===== src/hw/rtl/bblur_pkg.sv =====
`timescale 1ns / 1ps

package bblur_pkg;

  // Frame size limits
  localparam int MAX_WIDTH  = 1024;
  localparam int MAX_HEIGHT = 1024;

  // Field and storage widths
  localparam int CH_W     = 8;
  localparam int NUM_CH   = 3;
  localparam int PIX_W    = CH_W * NUM_CH;
  localparam int SIZE_W   = 11;
  localparam int ADDR_W   = $clog2(MAX_WIDTH);
  localparam int ROW_W    = $clog2(MAX_HEIGHT + 2);
  localparam int SUM_W    = 12;            // nine 8-bit values
  localparam int NUM_W    = SUM_W + 1;     // 2*sum + count
  localparam int CNT_W    = 4;             // up to nine neighbours
  localparam int DVS_W    = CNT_W + 1;     // 2*count
  localparam int QBIT_W   = $clog2(CH_W);
  localparam int CFG_IDX_W = 1;
  localparam int POS_S_W  = 13;            // signed frame coordinates

  // Configuration register indexes
  typedef enum logic [CFG_IDX_W-1:0] {
    REG_FRAME_WIDTH  = 1'b0,
    REG_FRAME_HEIGHT = 1'b1
  } cfg_reg_t;

  // Item sequencer states
  typedef enum logic [1:0] {
    ST_IDLE,
    ST_READ,
    ST_UPDATE,
    ST_DIVIDE
  } blur_state_t;

  // Request to the divider
  typedef struct packed {
    logic                          start;
    logic                          last;
    logic [CNT_W-1:0]              count;
    logic [NUM_CH-1:0][NUM_W-1:0]  num;
  } div_req_t;

  // Divider status and result
  typedef struct packed {
    logic                          busy;
    logic                          valid;
    logic                          last;
    logic [NUM_CH-1:0][CH_W-1:0]   mean;
  } div_rsp_t;

  // Size register write value: zero acts as one, large values saturate
  function automatic logic [SIZE_W-1:0] clamp_size(input logic [SIZE_W-1:0] v,
                                                   input logic [SIZE_W-1:0] maxv);
    logic [SIZE_W-1:0] r;
    if (v == '0) begin
      r = SIZE_W'(1);
    end else if (v > maxv) begin
      r = maxv;
    end else begin
      r = v;
    end
    return r;
  endfunction

endpackage


===== src/hw/rtl/bblur_div.sv =====
`timescale 1ns / 1ps

// Restoring divider, three channels side by side, one quotient bit per cycle.
// Quotient fits in eight bits since the mean never exceeds 255.
module bblur_div (
  input  logic                clk,
  input  logic                rst,
  input  bblur_pkg::div_req_t req,
  output bblur_pkg::div_rsp_t rsp
);

  import bblur_pkg::*;

  logic [NUM_CH-1:0][NUM_W-1:0] rem;
  logic [NUM_CH-1:0][NUM_W-1:0] rem_next;
  logic [NUM_CH-1:0][CH_W-1:0]  quo;
  logic [NUM_CH-1:0][CH_W-1:0]  quo_next;
  logic [DVS_W-1:0]             dvs;
  logic [QBIT_W-1:0]            bit_idx;
  logic                         busy;
  logic                         valid;
  logic                         last;
  logic [NUM_W-1:0]             trial;

  // One trial subtraction per channel
  always_comb begin
    trial = NUM_W'(dvs) << bit_idx;
    for (int ch = 0; ch < NUM_CH; ch++) begin
      if (rem[ch] >= trial) begin
        rem_next[ch] = rem[ch] - trial;
        quo_next[ch] = {quo[ch][CH_W-2:0], 1'b1};
      end else begin
        rem_next[ch] = rem[ch];
        quo_next[ch] = {quo[ch][CH_W-2:0], 1'b0};
      end
    end
  end

  // Control
  always_ff @(posedge clk) begin
    if (rst) begin
      busy  <= 1'b0;
      valid <= 1'b0;
    end else if (req.start) begin
      busy  <= 1'b1;
      valid <= 1'b0;
    end else if (busy && bit_idx == '0) begin
      busy  <= 1'b0;
      valid <= 1'b1;
    end
  end

  // Datapath
  always_ff @(posedge clk) begin
    if (req.start) begin
      rem     <= req.num;
      quo     <= '0;
      dvs     <= {req.count, 1'b0};
      bit_idx <= QBIT_W'(CH_W - 1);
      last    <= req.last;
    end else if (busy) begin
      rem     <= rem_next;
      quo     <= quo_next;
      bit_idx <= bit_idx - QBIT_W'(1);
    end
  end

  assign rsp.busy  = busy;
  assign rsp.valid = valid;
  assign rsp.last  = last;
  assign rsp.mean  = quo;

endmodule

===== config.mk =====
export PLATFORM = sky130hd
export DESIGN_NAME = bblur_div
export DESIGN_NICKNAME = d
export VERILOG_FILES = /design/src/hw/rtl/bblur_pkg.sv /design/src/hw/rtl/bblur_div.sv
export SDC_FILE = /design/constraint.sdc
export NUM_CORES = 1
export LEC_CHECK = 0
export ABC_AREA = 1
export BUFFER_PORTS_ARGS = -buffer_cell sky130_fd_sc_hd__buf_2
export CAP_MARGIN = 20
export CORE_MARGIN = 2
export CORE_UTILIZATION = 60
export DETAILED_ROUTE_END_ITERATION = 7
export GPL_TIMING_DRIVEN = 0
export PLACE_DENSITY = 0.8
export SYNTH_ARGS = -nofsm -noshare
export SYNTH_HDL_FRONTEND = slang
export SYNTH_SLANG_ARGS = --single-unit

===== constraint.sdc =====
create_clock -name clk -period 4.9 [get_ports clk]
set_input_delay 0.98 -clock clk [delete_from_list [all_inputs] [get_ports clk]]
set_output_delay 0.98 -clock clk [all_outputs]
set_load 0.01 [all_outputs]

==> impl_metrics.tcl, run 1 <==
set metrics [dict create \
    diodes 0 \
    ir_drop_uv 218 \
    die_area_um2 8950 \
    maxSlewViolCount 0 \
    start_util 0.609 \
    hold_path_end "rsp[15]" \
    syn_to_final_growth_pct 14.2 \
    fin_crit_ns 3.33 \
    grt_pass1_vias 4299 \
    reg2regPathDepth 20 \
    ys_seq_elements 73 \
    grt_usage 0.281 \
    dp.cells 831 \
    ctsResizeCount 0 \
    clock_skew_ns 0.00937 \
    p_per_area_nw_per_um2 389 \
    gp_congestion 0.919 \
    die_w_um 94.6 \
    detail_route.iter0.violations 318 \
    drive_above_1_share 0.206 \
    cts_buffer_depth 2 \
    max_clock_freq_ghz 0.300 \
    placed_area_um2 5420 \
    crit_buf_inv 3 \
    critPathRequiredTime_ns 4.89 \
    critPathLaunchType "register" \
    rrSetupSlack_ns 1.57 \
    slowest_stage "nand2_1" \
    switching_share 0.376 \
    nFillCells 699 \
    die_height_um 94.6 \
    yosysWarnings 0 \
    rsz0062_at_grt "false" \
    path_class "register to register" \
    min_period_over_period 0.680 \
    synthArstFlopShare 0 \
    whs_path_depth 2 \
    cp-end-kind "register" \
    cts_sinks 73 \
    vias 4556 \
    p_clk_frac 0.228 \
    cap_viol_max_count 0 \
    synth_cell_type_count 35 \
    cts_hold_buffers 0 \
    combPwrFrac 0.398 \
    synth_ff_type "edfxtp_1" \
    via_per_inst 5.38 \
    design_area_um2 5630 \
    multi_input_area_um2 2520 \
    path_delay_family "simple AND/OR/NAND/NOR gates" \
    min-delay-start "rsp[15]" \
    cts_setup_buffers 0 \
    regArea_um2 1900 \
    io-pin-count 74 \
    nets 819 \
    cp_max_fo 12 \
    final_common_cell "nand2_1" \
    drc 0 \
    seqPwrFrac 0.374 \
    synth_edf_count 44 \
    hold_violations 0 \
    synth.avg_cell_area_um2 7.55 \
    drtPass1Iterations 5 \
    stdcell_count 847 \
    tightest_slew_ns 0.778 \
    grt_max_degree 13 \
    numCtsBuffers 9 \
    place_hpwl_mm 8.92 \
    ant_nets 0 \
    clk_pin_slew_ns 0.08 \
    cpPeakStageDelay_ns 0.45 \
    htreeDepth 3 \
    synth_area_um2 4930 \
    grt_remaining_overflow 0 \
    path_cells "buf_6, inv_6, nand2_2, nand2_2, nor2_1, a31oi_1, nand2_1, ha_1, nand2_1, inv_1, nand3_1, nand3_1, nand2_1, nand3_2, nand3_2, nand2_2, nand2_1, nand2_1, nand2_1, nand2_1" \
    path_common_cell "nand2_1" \
    insertion_delay_ns 0.35 \
    hold_path_class "register to register" \
    numPortBuffers 73 \
    final_util 0.696 \
    internal_power_w 0.00137 \
    rows 33 \
    p_switching_w 0.000823 \
    p_leak_nw 2.87 \
    grt_pass1_wl_mm 19.5 \
    drt_wl_total_mm 12.1 \
    worstReg2RegEnd "rem[21]" \
    cts_root_buffer "clkbuf_8" \
    ys_seq_area_frac 0.386 \
    synth_nets 735 \
    synth_cells 653 \
    setup_viol 0 \
    core_um2 8090 \
    final.setup.tns_ns 0 \
    status "finished clean" \
    worstReg2RegStart "bit_idx[0]" \
    antenna_found_initial 0 \
    layout_common_cells "nand2_1 (177), buf_2 (76), nor2_1 (65), nand3_1 (54), inv_1 (53)" \
    wire_per_inst_um 14.2 \
    cp.arrival_ns 3.32 \
    tritoncts "done" \
    slew_headroom 0.476 \
]
-- flip-flops by register name, indices dropped and copies added, names as in the netlist --
signal and flops:
valid 1, last 1, busy 1, rsp 24
rem 39, dvs 4, bit_idx 3
-- area by class of cell --
type,instances,share of cell area
multi-input cells,476,0.448
flip-flops and latches,73,0.338
repair buffers,73,0.0649
plain buffers,48,0.0513
inverters,56,0.0382
clock buffers,11,0.0271
well taps,105,0.0233
clock inverters,5,0.00934
-- tightest hold or removal path, stage by stage, from the launching register on --
cell     delay, ns
dfxtp_1       0.32
o21ai_0       0.07
nor2_1        0.07
-- through the flow --
stage / hold WS (ns) / total power (W) / worst slack [ns]
3_5_place_dp: 0.477 / 0.00169 / 1.67
6_report: 0.499 / 0.00219 / 1.57
2_1_floorplan: 0.459 / 0.00149 / 2.25
3_3_place_gp: 0.476 / 0.00165 / 1.72
4_1_cts: 0.504 / 0.00218 / 1.64
5_1_grt: 0.522 / 0.00234 / 1.32
-- metal layers --
metal  global-route usage  part of all wire
met1                0.351              0.43
met2                0.476              0.47
met5                    0                 0
met3               0.0670             0.081
met4               0.0990             0.024
-- cells by family after synthesis --
group | after synthesis | share of synthesized area
simple gates | 346 | 0.317
buf+inv | 104 | 0.102
compound gates | 91 | 0.0980
flops | 73 | 0.386
fa+ha+maj | 35 | 0.0889
xor+xnor | 3 | 0.00533
mux | 1 | 0.00203
-- Yosys cell counts (3+ instances only) --
cell type  count  area, um^2
nand2_1      177         664
nor2_1        65         244
nand3_1       54         270
inv_1         53         199
edfxtp_1      44        1320
o21ai_0       44         220
a21oi_1       35         175
ha_1          35         438
dfxtp_1       29         581
buf_4         26         195
clkbuf_1      16        60.1
nand2_2       10        62.6
nand3_2        9        90.1
nor3_1         8        40.0
nand4_1        6        37.5
nand2_4        5        56.3
or2_2          5        31.3
o21bai_1       4        30.0
buf_2          3        15.0
o31ai_1        3        22.5
or2_1          3        18.8
-- power by group through the flow --
stage | Clock [W] | Combinational, W | Sequential [W]
4_1_cts | 0.000504 | 0.000860 | 0.000818
3_5_place_dp | 0 | 0.000854 | 0.000831
6_report | 0.000500 | 0.000871 | 0.000818
2_1_floorplan | 0 | 0.000672 | 0.000815
5_1_grt | 0.000524 | 0.000991 | 0.000827
3_3_place_gp | 0 | 0.000823 | 0.000826
-- worst max path at each step --
stage | startpoint | end | depth (start not counted)
6_report | bit_idx[0] | rem[21] | 20
5_1_grt | bit_idx[0] | rem[21] | 19
4_1_cts | bit_idx[0] | rem[8] | 20
3_5_place_dp | bit_idx[0] | rem[22] | 20
3_3_place_gp | bit_idx[0] | rem[38] | 20
2_1_floorplan | bit_idx[0] | rem[27] | 20
(Power assumes the default switching activity.)
==> run 2, diff against run 1 <==
Settings changed: ABC_AREA 1 to 0, CORE_UTILIZATION 60 to 58, PLACE_DENSITY 0.8 to 0.78.
Clock period 4.9 ns to 3.5 ns, I/O delays scaled along.
==> impl_metrics.tcl, run 2 <==
set metrics [dict create \
    status "finished clean" \
    ys_seq_area_frac 0.385 \
    gp_congestion 0.973 \
    grt_usage 0.262 \
    final_util 0.690 \
    insertion_delay_ns 0.36 \
    drt-met1-wl_mm 5.05 \
    grt_max_degree 14 \
    synth_ff_type "edfxtp_1" \
    fin_crit_ns 3.31 \
    crit_buf_inv 3 \
    hold_violations 0 \
    critPathRequiredTime_ns 3.63 \
    slowest_stage "dfxtp_1" \
    drtPass1Iterations 5 \
    setup_viol 0 \
    detail_route.iter0.violations 215 \
    ir_drop_uv 377 \
    yosysTopAreaCell "edfxtp_1" \
    synth_most_common_cell "nand2_1" \
    grt_pass1_vias 3871 \
    p_switching_w 0.00120 \
    cts_buffer_depth 2 \
    io-pin-count 74 \
    via_per_inst 5.77 \
    reg2regPathDepth 14 \
    hold_path_class "register to register" \
    maxSlewViolCount 0 \
    combPwrFrac 0.425 \
    startpoint "bit_idx[1]" \
    synth_top_area_frac 0.264 \
    wire_per_inst_um 16.2 \
    syn_to_final_growth_pct 16.7 \
    rows 33 \
    cp_max_fo 10 \
    final_common_cell "buf_2" \
    clk_pin_slew_ns 0.08 \
    internal_power_w 0.00215 \
    diodes 0 \
    final.setup.tns_ns 0 \
    grt_pass1_wl_mm 18.1 \
    rsz0062_at_grt "false" \
    path_depth 14 \
    rrSetupSlack_ns 0.19 \
    path_class "register to register" \
    largest_register "rem" \
    route.met3.wl_um 545 \
    drive_above_1_share 0.236 \
    start_util 0.591 \
    setup.worst_path.end "rem[3]" \
    grt_remaining_overflow 0 \
    die_w_um 94.8 \
    critPathLaunchType "register" \
    synthArstFlopShare 0 \
    slew_headroom 0.496 \
    dp.cells 690 \
    cts_hold_buffers 0 \
    worstReg2RegEnd "rem[3]" \
    synth_common_cells "nand2_1 (53), edfxtp_1 (42), nor2_1 (41), o21ai_0 (38), ha_1 (35)" \
    numPortBuffers 71 \
    largest_reg_flops 37 \
    layout_common_cells "buf_2 (72), nand2_1 (52), edfxtp_1 (42), nor2_1 (41), o21ai_0 (36)" \
    synth_edf_count 42 \
    numCtsBuffers 9 \
    drc 0 \
    cp-end-kind "register" \
    stdcell_count 707 \
    synth_cells 512 \
    nets 679 \
    path_delay_family "compound AO/OA/AOI/OAI gates" \
    seqPwrFrac 0.341 \
    antenna_found_initial 0 \
    place_hpwl_mm 8.41 \
    top_layer_used "met4" \
    yosysWarnings 0 \
    min_period_over_period 0.946 \
    die_height_um 94.8 \
    worstReg2RegStart "bit_idx[1]" \
    ant_nets 0 \
    p_clk_frac 0.233 \
    path_common_cell "buf_6" \
    path_cells "buf_6, mux2_2, a21oi_1, nor2_1, a21oi_2, buf_4, ha_1, or2_2, o31ai_1, a21o_1, o211ai_1, a21boi_1, o21ai_2, buf_6" \
    design_area_um2 5590 \
    p_per_area_nw_per_um2 599 \
    synth_area_um2 4790 \
    ys_seq_elements 71 \
    clock_skew_ns 0.00697 \
    max_clock_freq_ghz 0.302 \
    cap_viol_max_count 0 \
    switching_share 0.358 \
    htreeDepth 3 \
    synth_cell_type_count 60 \
    die_area_um2 8990 \
    synth.area.top_cells "edfxtp_1 (26%), dfxtp_1 (12%), ha_1 (9.2%)" \
    min-delay-start "rsp[15]" \
    synth.avg_cell_area_um2 9.35 \
    drt_wl_total_mm 11.5 \
    cts_root_buffer "clkbuf_8" \
    tritoncts "done" \
    placed_area_um2 5300 \
    core_um2 8090 \
    tightest_slew_ns 0.756 \
    cts_sinks 71 \
    route.met2.wl_mm 5.72 \
    p_leak_nw 2.53 \
    cp.arrival_ns 3.44 \
    vias 4079 \
    cpPeakStageDelay_ns 0.35 \
    synth_nets 594 \
]
-- run 2: logic make-up (layout without fill, tap and decap cells) --
group,after synthesis,count (layout),synth area share
mux,29,29,0.0630
compound gates,141,141,0.196
xor+xnor,26,26,0.0476
flops,71,71,0.385
buf+inv,60,150,0.0716
fa+ha+maj,35,35,0.0915
simple gates,150,150,0.145
-- run 2: metal layers --
layer | vias to the layer above | global-route usage
met3 | 14 | 0.0447
met4 | 0 | 0.0749
met5 | - | 0
met1 | 1952 | 0.338
met2 | 113 | 0.453
li1 | 2000 | -
-- run 2: final cells by class --
class | instances | area, um^2
Buffer | 46 | 290
Clock buffer | 10 | 149
Clock inverter | 6 | 91.3
Fill cell | 668 | 2510
Inverter | 13 | 48.8
Multi-Input combinational cell | 381 | 2630
Sequential cell | 71 | 1840
Tap cell | 105 | 131
Timing Repair Buffer | 75 | 405
-- run 2: worst min path at each step --
stage	slack [ns]	endpoint	cells after the start
after floorplan	0.45	rsp[8]	2
after global placement	0.47	rsp[7]	2
after detailed placement	0.49	rsp[8]	2
after CTS	0.50	rsp[8]	2
after global routing	0.51	busy	2
final	0.50	rsp[15]	2
-- run 2: through the flow --
stage | hold slack (ns) | worst slack (ns) | total power, W
CTS | 0.499 | 0.00375 | 0.00331
global route | 0.507 | 0.0383 | 0.00356
detailed placement | 0.488 | -0.403 | 0.00251
global placement | 0.472 | -1.00 | 0.00246
finish | 0.500 | 0.189 | 0.00334
floorplan | 0.449 | 0.118 | 0.00222
-- run 2: power by group through the flow --
| stage | Clock [W] | Combinational (W) | Sequential [W] |
|---|---|---|---|
| 2_1_floorplan | 0 | 0.00109 | 0.00113 |
| 3_5_place_dp | 0 | 0.00136 | 0.00115 |
| 4_1_cts | 0.000792 | 0.00138 | 0.00114 |
| 6_report | 0.000781 | 0.00142 | 0.00114 |
| 3_3_place_gp | 0 | 0.00131 | 0.00115 |
| 5_1_grt | 0.000820 | 0.00158 | 0.00116 |
-- run 2: worst min-delay path, stage by stage (launching register included) --
cell     delay (ns)
dfxtp_1        0.33
mux2i_1        0.06
nor2_1         0.08
-- run 2: repair_timing --
| action | in CTS | in global routing |
|---|---|---|
| pin swaps | 0 | 0 |
| gates resized for setup | 3 | 5 |
| setup endpoints to repair | 37 | 30 |
| buffers inserted | 0 | 2 |
